**config.mk**
```make
export PLATFORM = sky130hd
export DESIGN_NAME = stick_to_cursor_radial_deadzone
export DESIGN_NICKNAME = d
export VERILOG_FILES = /design/src/hdl/s2crdz_pkg.sv /design/src/hdl/stick_to_cursor_radial_deadzone.sv
export SDC_FILE = /design/constraint.sdc
export NUM_CORES = 1
export LEC_CHECK = 0
export BUFFER_PORTS_ARGS = -buffer_cell sky130_fd_sc_hd__buf_2
export CORE_UTILIZATION = 49
export CTS_CLUSTER_DIAMETER = 30
export DETAILED_ROUTE_END_ITERATION = 8
export PLACE_DENSITY_LB_ADDON = 0.05
export SYNTH_ARGS = -nofsm -noshare
export SYNTH_HDL_FRONTEND = slang
export SYNTH_SLANG_ARGS = --single-unit
```
**constraint.sdc**
```tcl
create_clock -name clk -period 5.7 [get_ports clk]
set_clock_uncertainty 0.2 [all_clocks]
set_input_delay 1.14 -clock clk [delete_from_list [all_inputs] [get_ports clk]]
set_output_delay 1.14 -clock clk [all_outputs]
set_load 0.02 [all_outputs]
```
**src/hdl/s2crdz_pkg.sv**
```systemverilog
// Shared types, constants and helper functions for the stick-to-cursor block.
package s2crdz_pkg;

	localparam int XY_W       = 16;
	localparam int DZ_W       = 15;
	localparam int GAIN_W     = 16;
	localparam int DELTA_W    = 7;
	localparam int TOT_W      = 32;
	localparam int CFG_IDX_W  = 4;
	localparam int CFG_DATA_W = 16;
	localparam int CNT_W      = 6;

	// Register indexes of the configuration port.
	localparam logic [CFG_IDX_W-1:0] CFG_DEADZONE = CFG_IDX_W'(0);
	localparam logic [CFG_IDX_W-1:0] CFG_GAIN     = CFG_IDX_W'(1);

	localparam logic [DZ_W-1:0]   DZ_RESET   = DZ_W'(3277);
	localparam logic [GAIN_W-1:0] GAIN_RESET = GAIN_W'(27307);

	// Normalized magnitude is capped at 4.0 in Q16.
	localparam logic [18:0] NMAG_CAP = 19'd262144;

	localparam logic [CNT_W-1:0] MUL_STEPS  = CNT_W'(17);
	localparam logic [CNT_W-1:0] SQRT_STEPS = CNT_W'(18);
	localparam logic [CNT_W-1:0] DIV_STEPS  = CNT_W'(32);

	localparam logic signed [DELTA_W-1:0] DELTA_MAX = 7'sd63;
	localparam logic signed [DELTA_W-1:0] DELTA_MIN = 7'sb1000000;
	localparam logic signed [TOT_W-1:0]   TOT_MAX   = 32'sh7FFF_FFFF;
	localparam logic signed [TOT_W-1:0]   TOT_MIN   = 32'sh8000_0000;

	typedef enum logic [3:0] {
		ST_IDLE,
		ST_MULX,
		ST_MULY,
		ST_SQRT_M,
		ST_DIV_N,
		ST_SQRT_S,
		ST_SQRT_Q,
		ST_MUL_A,
		ST_MUL_T,
		ST_MUL_PX,
		ST_DIV_X,
		ST_MUL_PY,
		ST_DIV_Y,
		ST_OUT
	} state_t;

	// Number of serial steps the active arithmetic unit runs in each state.
	function automatic logic [CNT_W-1:0] step_count(input state_t st);
		logic [CNT_W-1:0] n;
		case (st)
			ST_MULX, ST_MULY, ST_MUL_A, ST_MUL_T, ST_MUL_PX, ST_MUL_PY: n = MUL_STEPS;
			ST_SQRT_M, ST_SQRT_S, ST_SQRT_Q: n = SQRT_STEPS;
			ST_DIV_N, ST_DIV_X, ST_DIV_Y: n = DIV_STEPS;
			default: n = '0;
		endcase
		return n;
	endfunction

	// Turns an unsigned quotient and a sign into a saturated pixel step.
	function automatic logic signed [DELTA_W-1:0] axis_delta(input logic [31:0] quo,
			input logic neg);
		logic [5:0] mag;
		logic signed [DELTA_W-1:0] res;
		mag = quo[5:0];
		if (|quo[31:6])
			res = neg ? DELTA_MIN : DELTA_MAX;
		else if (neg)
			res = -$signed({1'b0, mag});
		else
			res = $signed({1'b0, mag});
		return res;
	endfunction

	function automatic logic signed [TOT_W-1:0] sat_add(input logic signed [TOT_W-1:0] acc,
			input logic signed [DELTA_W-1:0] d);
		logic [TOT_W:0] s;
		logic signed [TOT_W-1:0] res;
		s = {acc[TOT_W-1], acc} + {{(TOT_W + 1 - DELTA_W){d[DELTA_W-1]}}, d};
		if (s[TOT_W] != s[TOT_W-1])
			res = s[TOT_W] ? TOT_MIN : TOT_MAX;
		else
			res = $signed(s[TOT_W-1:0]);
		return res;
	endfunction

endpackage

```
**src/hdl/stick_to_cursor_radial_deadzone.sv**
```systemverilog
// Top level of the analog stick to cursor converter with radial deadzone and power curve.
//
// One stick sample request yields one result. A sample taken while the menu is
// inactive gives a zero step with no arithmetic; a sample inside the deadzone
// stops with a zero step after the magnitude; any other sample runs the full
// sequence, and the block is ready for the next sample the cycle after the
// result is loaded. The work is done by one sequencer that runs a shared
// bit-serial shift-and-add multiplier (17 steps), a two-bits-per-step square
// root unit (18 steps) and a restoring divider (32 steps) over the magnitude,
// normalization, 1.25 power curve, gain and per-axis direction. A finished
// result sits in an output register, so the next sample can be taken while it waits.
module stick_to_cursor_radial_deadzone (
	input  logic                                     clk,
	input  logic                                     arst_n,
	input  logic                                     in_valid,
	output logic                                     in_stall,
	input  logic signed [s2crdz_pkg::XY_W-1:0]       stick_x,
	input  logic signed [s2crdz_pkg::XY_W-1:0]       stick_y,
	input  logic                                     menu_active,
	input  logic                                     clear_accum,
	output logic                                     out_valid,
	input  logic                                     out_stall,
	output logic signed [s2crdz_pkg::DELTA_W-1:0]    delta_x,
	output logic signed [s2crdz_pkg::DELTA_W-1:0]    delta_y,
	output logic                                     moved,
	output logic signed [s2crdz_pkg::TOT_W-1:0]      total_x,
	output logic signed [s2crdz_pkg::TOT_W-1:0]      total_y,
	input  logic                                     cfg_valid,
	output logic                                     cfg_ready,
	input  logic [s2crdz_pkg::CFG_IDX_W-1:0]         cfg_index,
	input  logic [s2crdz_pkg::CFG_DATA_W-1:0]        cfg_data
);

	s2crdz_pkg::state_t state_q, state_d;
	logic [s2crdz_pkg::CNT_W-1:0] cnt_q, cnt_d;
	logic done;

	logic [s2crdz_pkg::DZ_W-1:0]   dz_q;
	logic [s2crdz_pkg::GAIN_W-1:0] gain_q;

	// Shared multiplier: multiplicand, multiplier shifted out LSB first, product.
	logic [34:0] mcand_q, mcand_d;
	logic [16:0] mplier_q, mplier_d;
	logic [51:0] prod_q;
	logic [35:0] mul_sum;
	logic        mul_ld, mul_run;

	// Square root unit: radicand shifted out two bits a step.
	logic [35:0] rad_q, rad_d;
	logic [17:0] sroot_q;
	logic [19:0] srem_q;
	logic [21:0] sq_r2, sq_trial;
	logic        sq_ld, sq_run, sq_ge;

	// Divider: numerator shifts out at the top while quotient bits shift in.
	logic [31:0] dnum_q, dnum_d;
	logic [15:0] dden_q, dden_d;
	logic [15:0] drem_q;
	logic [16:0] dv_r;
	logic        dv_ld, dv_run, dv_ge;

	logic [15:0] abs_x, abs_y;
	logic [15:0] ax_q, ay_q;
	logic        negx_q, negy_q;
	logic [31:0] m2x_q;
	logic [15:0] m_q;
	logic [18:0] n_q, n_cap;
	logic [34:0] t_q;
	logic signed [s2crdz_pkg::DELTA_W-1:0] dx_q, dy_q;
	logic take_in, out_ld, save_m2x, save_m, save_n, save_t, save_dx, save_dy, zero_d;
	logic moved_d;
	logic signed [s2crdz_pkg::TOT_W-1:0] sum_x_q, sum_y_q, sum_x_d, sum_y_d;

	logic signed [s2crdz_pkg::DELTA_W-1:0] delta_x_q, delta_y_q;
	logic moved_q, out_valid_q;
	logic signed [s2crdz_pkg::TOT_W-1:0] total_x_q, total_y_q;

	assign in_stall  = (state_q != s2crdz_pkg::ST_IDLE);
	assign cfg_ready = 1'b1;
	assign out_valid = out_valid_q;
	assign delta_x   = delta_x_q;
	assign delta_y   = delta_y_q;
	assign moved     = moved_q;
	assign total_x   = total_x_q;
	assign total_y   = total_y_q;

	assign abs_x = stick_x[15] ? (~stick_x + 16'd1) : stick_x;
	assign abs_y = stick_y[15] ? (~stick_y + 16'd1) : stick_y;

	assign done = (cnt_q == s2crdz_pkg::step_count(state_q));

	assign mul_run = !done && (state_q inside {s2crdz_pkg::ST_MULX, s2crdz_pkg::ST_MULY,
		s2crdz_pkg::ST_MUL_A, s2crdz_pkg::ST_MUL_T, s2crdz_pkg::ST_MUL_PX,
		s2crdz_pkg::ST_MUL_PY});
	assign sq_run = !done && (state_q inside {s2crdz_pkg::ST_SQRT_M, s2crdz_pkg::ST_SQRT_S,
		s2crdz_pkg::ST_SQRT_Q});
	assign dv_run = !done && (state_q inside {s2crdz_pkg::ST_DIV_N, s2crdz_pkg::ST_DIV_X,
		s2crdz_pkg::ST_DIV_Y});

	assign mul_sum  = {1'b0, prod_q[51:17]} + (mplier_q[0] ? {1'b0, mcand_q} : 36'd0);
	assign sq_r2    = {srem_q, rad_q[35:34]};
	assign sq_trial = {2'b00, sroot_q, 2'b01};
	assign sq_ge    = (sq_r2 >= sq_trial);
	assign dv_r     = {drem_q, dnum_q[31]};
	assign dv_ge    = (dv_r >= {1'b0, dden_q});

	assign n_cap = (dnum_q > 32'(s2crdz_pkg::NMAG_CAP)) ? s2crdz_pkg::NMAG_CAP : dnum_q[18:0];

	assign moved_d = (dx_q != '0) || (dy_q != '0);
	assign sum_x_d = moved_d ? s2crdz_pkg::sat_add(sum_x_q, dx_q) : sum_x_q;
	assign sum_y_d = moved_d ? s2crdz_pkg::sat_add(sum_y_q, dy_q) : sum_y_q;

	always_ff @(posedge clk or negedge arst_n) begin
		if (!arst_n) begin
			state_q <= s2crdz_pkg::ST_IDLE;
			cnt_q   <= '0;
		end else begin
			state_q <= state_d;
			cnt_q   <= cnt_d;
		end
	end

	// Each arithmetic state runs its unit for the step count, then hands the
	// result to the next unit when the count is reached.
	always_comb begin
		state_d  = state_q;
		cnt_d    = '0;
		mul_ld   = 1'b0;
		mcand_d  = '0;
		mplier_d = '0;
		sq_ld    = 1'b0;
		rad_d    = '0;
		dv_ld    = 1'b0;
		dnum_d   = '0;
		dden_d   = '0;
		take_in  = 1'b0;
		out_ld   = 1'b0;
		save_m2x = 1'b0;
		save_m   = 1'b0;
		save_n   = 1'b0;
		save_t   = 1'b0;
		save_dx  = 1'b0;
		save_dy  = 1'b0;
		zero_d   = 1'b0;
		if (!done)
			cnt_d = cnt_q + 1'b1;
		case (state_q)
			s2crdz_pkg::ST_IDLE: begin
				if (in_valid) begin
					take_in = 1'b1;
					if (menu_active) begin
						mul_ld   = 1'b1;
						mcand_d  = 35'(abs_x);
						mplier_d = 17'(abs_x);
						state_d  = s2crdz_pkg::ST_MULX;
					end else begin
						zero_d  = 1'b1;
						state_d = s2crdz_pkg::ST_OUT;
					end
				end
			end
			s2crdz_pkg::ST_MULX: begin
				if (done) begin
					save_m2x = 1'b1;
					mul_ld   = 1'b1;
					mcand_d  = 35'(ay_q);
					mplier_d = 17'(ay_q);
					state_d  = s2crdz_pkg::ST_MULY;
				end
			end
			s2crdz_pkg::ST_MULY: begin
				if (done) begin
					sq_ld   = 1'b1;
					rad_d   = 36'(33'(m2x_q) + 33'(prod_q[31:0]));
					state_d = s2crdz_pkg::ST_SQRT_M;
				end
			end
			s2crdz_pkg::ST_SQRT_M: begin
				if (done) begin
					// Inside the deadzone, or no direction at all: no movement.
					if (sroot_q[15:0] == '0 || sroot_q[15:0] < {1'b0, dz_q}) begin
						zero_d  = 1'b1;
						state_d = s2crdz_pkg::ST_OUT;
					end else begin
						save_m  = 1'b1;
						dv_ld   = 1'b1;
						dnum_d  = {sroot_q[15:0] - {1'b0, dz_q}, 16'd0};
						dden_d  = 16'(17'd32768 - 17'(dz_q));
						state_d = s2crdz_pkg::ST_DIV_N;
					end
				end
			end
			s2crdz_pkg::ST_DIV_N: begin
				if (done) begin
					save_n  = 1'b1;
					sq_ld   = 1'b1;
					rad_d   = 36'({n_cap, 16'd0});
					state_d = s2crdz_pkg::ST_SQRT_S;
				end
			end
			s2crdz_pkg::ST_SQRT_S: begin
				if (done) begin
					sq_ld   = 1'b1;
					rad_d   = 36'({sroot_q, 16'd0});
					state_d = s2crdz_pkg::ST_SQRT_Q;
				end
			end
			s2crdz_pkg::ST_SQRT_Q: begin
				if (done) begin
					mul_ld   = 1'b1;
					mcand_d  = 35'(n_q);
					mplier_d = sroot_q[16:0];
					state_d  = s2crdz_pkg::ST_MUL_A;
				end
			end
			s2crdz_pkg::ST_MUL_A: begin
				if (done) begin
					mul_ld   = 1'b1;
					mcand_d  = 35'(prod_q[34:16]);
					mplier_d = 17'(gain_q);
					state_d  = s2crdz_pkg::ST_MUL_T;
				end
			end
			s2crdz_pkg::ST_MUL_T: begin
				if (done) begin
					save_t   = 1'b1;
					mul_ld   = 1'b1;
					mcand_d  = prod_q[34:0];
					mplier_d = 17'(ax_q);
					state_d  = s2crdz_pkg::ST_MUL_PX;
				end
			end
			s2crdz_pkg::ST_MUL_PX: begin
				if (done) begin
					dv_ld   = 1'b1;
					dnum_d  = 32'(prod_q[50:28]);
					dden_d  = m_q;
					state_d = s2crdz_pkg::ST_DIV_X;
				end
			end
			s2crdz_pkg::ST_DIV_X: begin
				if (done) begin
					save_dx  = 1'b1;
					mul_ld   = 1'b1;
					mcand_d  = t_q;
					mplier_d = 17'(ay_q);
					state_d  = s2crdz_pkg::ST_MUL_PY;
				end
			end
			s2crdz_pkg::ST_MUL_PY: begin
				if (done) begin
					dv_ld   = 1'b1;
					dnum_d  = 32'(prod_q[50:28]);
					dden_d  = m_q;
					state_d = s2crdz_pkg::ST_DIV_Y;
				end
			end
			s2crdz_pkg::ST_DIV_Y: begin
				if (done) begin
					save_dy = 1'b1;
					state_d = s2crdz_pkg::ST_OUT;
				end
			end
			s2crdz_pkg::ST_OUT: begin
				if (!out_valid_q || !out_stall) begin
					out_ld  = 1'b1;
					state_d = s2crdz_pkg::ST_IDLE;
				end
			end
			default: begin
				state_d = s2crdz_pkg::ST_IDLE;
			end
		endcase
	end

	always_ff @(posedge clk or negedge arst_n) begin
		if (!arst_n) begin
			dz_q        <= s2crdz_pkg::DZ_RESET;
			gain_q      <= s2crdz_pkg::GAIN_RESET;
			sum_x_q     <= '0;
			sum_y_q     <= '0;
			out_valid_q <= 1'b0;
		end else begin
			if (cfg_valid && cfg_ready) begin
				case (cfg_index)
					s2crdz_pkg::CFG_DEADZONE: dz_q   <= cfg_data[s2crdz_pkg::DZ_W-1:0];
					s2crdz_pkg::CFG_GAIN:     gain_q <= cfg_data;
					default: ;
				endcase
			end
			if (take_in && clear_accum) begin
				sum_x_q <= '0;
				sum_y_q <= '0;
			end else if (out_ld) begin
				sum_x_q <= sum_x_d;
				sum_y_q <= sum_y_d;
			end
			if (out_ld)
				out_valid_q <= 1'b1;
			else if (!out_stall)
				out_valid_q <= 1'b0;
		end
	end

	always_ff @(posedge clk) begin
		if (mul_ld) begin
			mcand_q  <= mcand_d;
			mplier_q <= mplier_d;
			prod_q   <= '0;
		end else if (mul_run) begin
			prod_q   <= {mul_sum, prod_q[16:1]};
			mplier_q <= {1'b0, mplier_q[16:1]};
		end

		if (sq_ld) begin
			rad_q   <= rad_d;
			sroot_q <= '0;
			srem_q  <= '0;
		end else if (sq_run) begin
			rad_q   <= {rad_q[33:0], 2'b00};
			srem_q  <= sq_ge ? 20'(sq_r2 - sq_trial) : sq_r2[19:0];
			sroot_q <= {sroot_q[16:0], sq_ge};
		end

		if (dv_ld) begin
			dnum_q <= dnum_d;
			dden_q <= dden_d;
			drem_q <= '0;
		end else if (dv_run) begin
			drem_q <= dv_ge ? 16'(dv_r - {1'b0, dden_q}) : dv_r[15:0];
			dnum_q <= {dnum_q[30:0], dv_ge};
		end

		if (take_in) begin
			ax_q   <= abs_x;
			ay_q   <= abs_y;
			negx_q <= stick_x[15];
			negy_q <= stick_y[15];
		end
		if (save_m2x)
			m2x_q <= prod_q[31:0];
		if (save_m)
			m_q <= sroot_q[15:0];
		if (save_n)
			n_q <= n_cap;
		if (save_t)
			t_q <= prod_q[34:0];
		if (zero_d) begin
			dx_q <= '0;
			dy_q <= '0;
		end
		if (save_dx)
			dx_q <= s2crdz_pkg::axis_delta(dnum_q, negx_q);
		if (save_dy)
			dy_q <= s2crdz_pkg::axis_delta(dnum_q, negy_q);

		if (out_ld) begin
			delta_x_q <= dx_q;
			delta_y_q <= dy_q;
			moved_q   <= moved_d;
			total_x_q <= sum_x_d;
			total_y_q <= sum_y_d;
		end
	end

endmodule

```
==> results by group <==
Status
  • Status: finished clean

GRT
  • Gr ovfl total: 0
  • GRT Total Usage: 28.7%
  • First-pass GRT wire length: 156000 um
  • Vias in the first global route: 27700
  • Initial antenna violation count: 1
  • Largest net degree at the start of global routing: 64

Timing
  • RSZ-0062 raised after global routing: false
  • Final setup vio count: 0
  • Slew Limit Fails: 0
  • Final setup margin: 1.03 ns
  • Maximum clock rate: 214 MHz
  • Final Hold Fails: 0
  • Measured slew at the worst slew-check pin: 1.21 ns
  • Worst hold margin: 0.0864 ns
  • Crit share post-route: 82.0%
  • Final TNS setup: 0 ns
  • Minimum clock period: 4.67 ns
  • Slew margin rel.: 19.5%

Critical path
  • Cells along the critical path: inv_1 -> ha_1 -> buf_4 -> nor2b_1 -> a22o_1 -> xor2_1 -> nor4_2 -> buf_4 -> a2111oi_2 -> buf_4 -> nor2_1 -> inv_2 -> o21ai_0
  • Worst path max stage delay: 0.70 ns
  • Crit path kind: reg2reg
  • Worst Setup Start Kind: flip-flop
  • WP data required: 6.10 ns
  • Data arrival, critical path: 5.07 ns
  • CP top delay family: buffers and inverters
  • Worst path slowest cell: nor2_1
  • Worst-path maximum fanout: 54
  • Crit path capture type: flip-flop
  • CP Buf/Inv Count: 5
  • Top cell by count, worst path: buf_4

Floorplanning
  • Die Span X: 263 um
  • Initial Util: 49.6%
  • Die Y-Extent: 263 um
  • Placeable Area: 67400 um^2
  • Die area: 69300 um^2
  • # IOs: 141
  • Row cnt: 95

Placement
  • Placed Cells: 4326
  • Placed cell area: 35100 um^2
  • Dpl ws: 1.08 ns
  • GP Congestion: 0.927
  • IO Port Bufs: 139
  • Post-DP HPWL: 71600 um

Detailed routing
  • WL/cell: 21.7 um
  • Drt total wl: 99300 um
  • DR vias: 27700
  • DR iter-0 viols: 2365
  • Pre-Repair DR Iteration Count: 6
  • Antenna viol nets, final: 0
  • Number of vias per cell: 6.05
  • Drt drc: 0

Clocking
  • Total clock sinks: 577
  • Hold_buf cts: 0
  • Worst-skew pair later-pin latency: 0.71 ns
  • CTS tree: built
  • TritonCTS Buffers: 133
  • H-tree depth: 4
  • Clock buffer depth: 3
  • Root buffer cell: clkbuf_16
  • Cts repair resizes: 0
  • Worst-path clk slew: 0.04 ns
  • Post-CTS setup buffer count: 0

Layout
  • NumNets Final: 3846
  • Final core occ: 58.8%
  • Register area: 15800 um^2
  • Commonest non-fill, non-tap cell in the layout: nand2_1
  • Synth-to-Final Area Change: 18.5%
  • Finished Layout Cells: 4575
  • Final standard cell area without fillers: 39600 um^2
  • Multi-input gate area: 16700 um^2
  • # fillers: 5735
  • Share of cells above drive strength 1: 14.0%
  • Commonest non-fill, non-tap cells in the layout: 407 x nand2_1, 365 x edfxtp_1, 267 x a21oi_1, 239 x o21ai_0, 214 x nor2_1

Power and ir drop
  • LEAKAGE: 15.9 nW
  • Switching pwr: 2.85 mW
  • Internal: 9.71 mW
  • Comb pwr share: 3.1%
  • Overall Power: 12.6 mW
  • Sequential power share: 36.2%
  • Switching Share: 22.7%
  • Cell Pwr Density: 317 nW/um^2
  • Clk pwr share: 60.7%
  • VDD IR max: 0.265 mV

Synthesis
  • EDFF count, synth: 365
  • Area contributors post-synth: edfxtp_1 33%, ha_1 7.2%, dfrtp_1 6.7%, dfxtp_1 6.3%, nand2_1 4.6%
  • Share of flip-flops with an asynchronous set or reset: 18.4%
  • Cell Area, Synth: 33400 um^2
  • Register area share after synthesis: 47.1%
  • Post-synth cell types: 88
  • Share of Yosys cell area claimed by the top area cell type: 32.8%
  • Yosys top cell by area: edfxtp_1
  • Synth Register Bits: 577
  • Syn nets: 3680
  • Top_reg_cell synth: edfxtp_1
  • Gate Count Post-Synth: 3422
  • YS warnings: 0
  • Syn_area_per_cell: 9.77 um^2

Job
  • Max-cap viol count: 0

Hold path
  • Worst hold path type: in2async
==> Yosys cell counts (all sizes together) (16+ instances only) <==
master and number:
dfxtp 106, mux2i 28, o31ai 23, a21o 86
nand3 114, a22o 23, clkbuf 132, a211oi 39
and3 39, and2 82, inv 116, nor3 56
ha 193, buf 29, xor2 71, nand2 407
o221a 17, o22ai 41, a31oi 30, o211ai 27
nor2 217, xnor2 113, nand2b 29, or3 30
a22oi 43, nand4 22, dfstp 16, o21bai 19
mux2 21, nor4 16, o21a 34, dfrtp 90
edfxtp 365, a222oi 22, nor2b 33, o21ai 245
a21oi 270, a221oi 32
==> registers in the layout, summed over array words and instances (netlist names), 35 cells and up <==
signal,count
prod_q,52
rad_q,36
mcand_q,35
t_q,35
==> layer usage <==
metal	vias up	routed length, um	share of wire, %	global-route usage, %
met1	13400	41000	41	35.5
met2	897	48200	48	48.5
met5	-	13	0.013	0
met4	2	4850	4.9	15.5
met3	238	5330	5.4	4.09
li1	13100	-	-	-
==> kinds of logic (layout without fill, tap and decap cells) <==
group           Yosys count  in the layout  share of synthesized area [%]
compound gates         1040           1040                           20.3
xor+xnor                184            184                           4.82
fa+ha+maj               200            200                           7.61
buf+inv                 279            558                           3.20
flops                   577            577                           47.1
mux                      49             49                           1.56
other cells               1              2                         0.0112
simple gates           1092           1092                           15.3
==> power groups by stage <==
stage                     logic, mW  clock network [mW]  registers (mW)
final                         0.387                7.62            4.55
after detailed placement      0.384                   0            4.62
after CTS                     0.388                7.72            4.55
after global routing          0.430                7.93            4.55
after floorplan               0.249                   0            4.59
after global placement        0.380                   0            4.62
==> cell type report <==
| cell class | count | share of cell area (%) |
|---|---|---|
| diodes | 1 | 0.00631 |
| repair buffers | 192 | 2.83 |
| well taps | 873 | 2.76 |
| flip-flops and latches | 577 | 39.7 |
| inverters | 118 | 1.12 |
| multi-input cells | 2566 | 42.1 |
| clock buffers | 158 | 8.89 |
| clock inverters | 90 | 2.56 |
==> worst paths after layout <==
kind / start / to / slack, ns / cells after the start
worst max register to register: state_q[0] / sroot_q[0] / 1.03 / 13
max in group asynchronous: arst_n / state_q[0] / 4.24 / 2
worst min-delay path: arst_n / sum_x_q[13] / 0.09 / 1
worst max-delay path: state_q[0] / sroot_q[0] / 1.03 / 13
worst min register to register: prod_q[38] / prod_q[38] / 0.28 / 2
min in group clk: prod_q[38] / prod_q[38] / 0.28 / 2
Power figures use the tool's default switching activity.
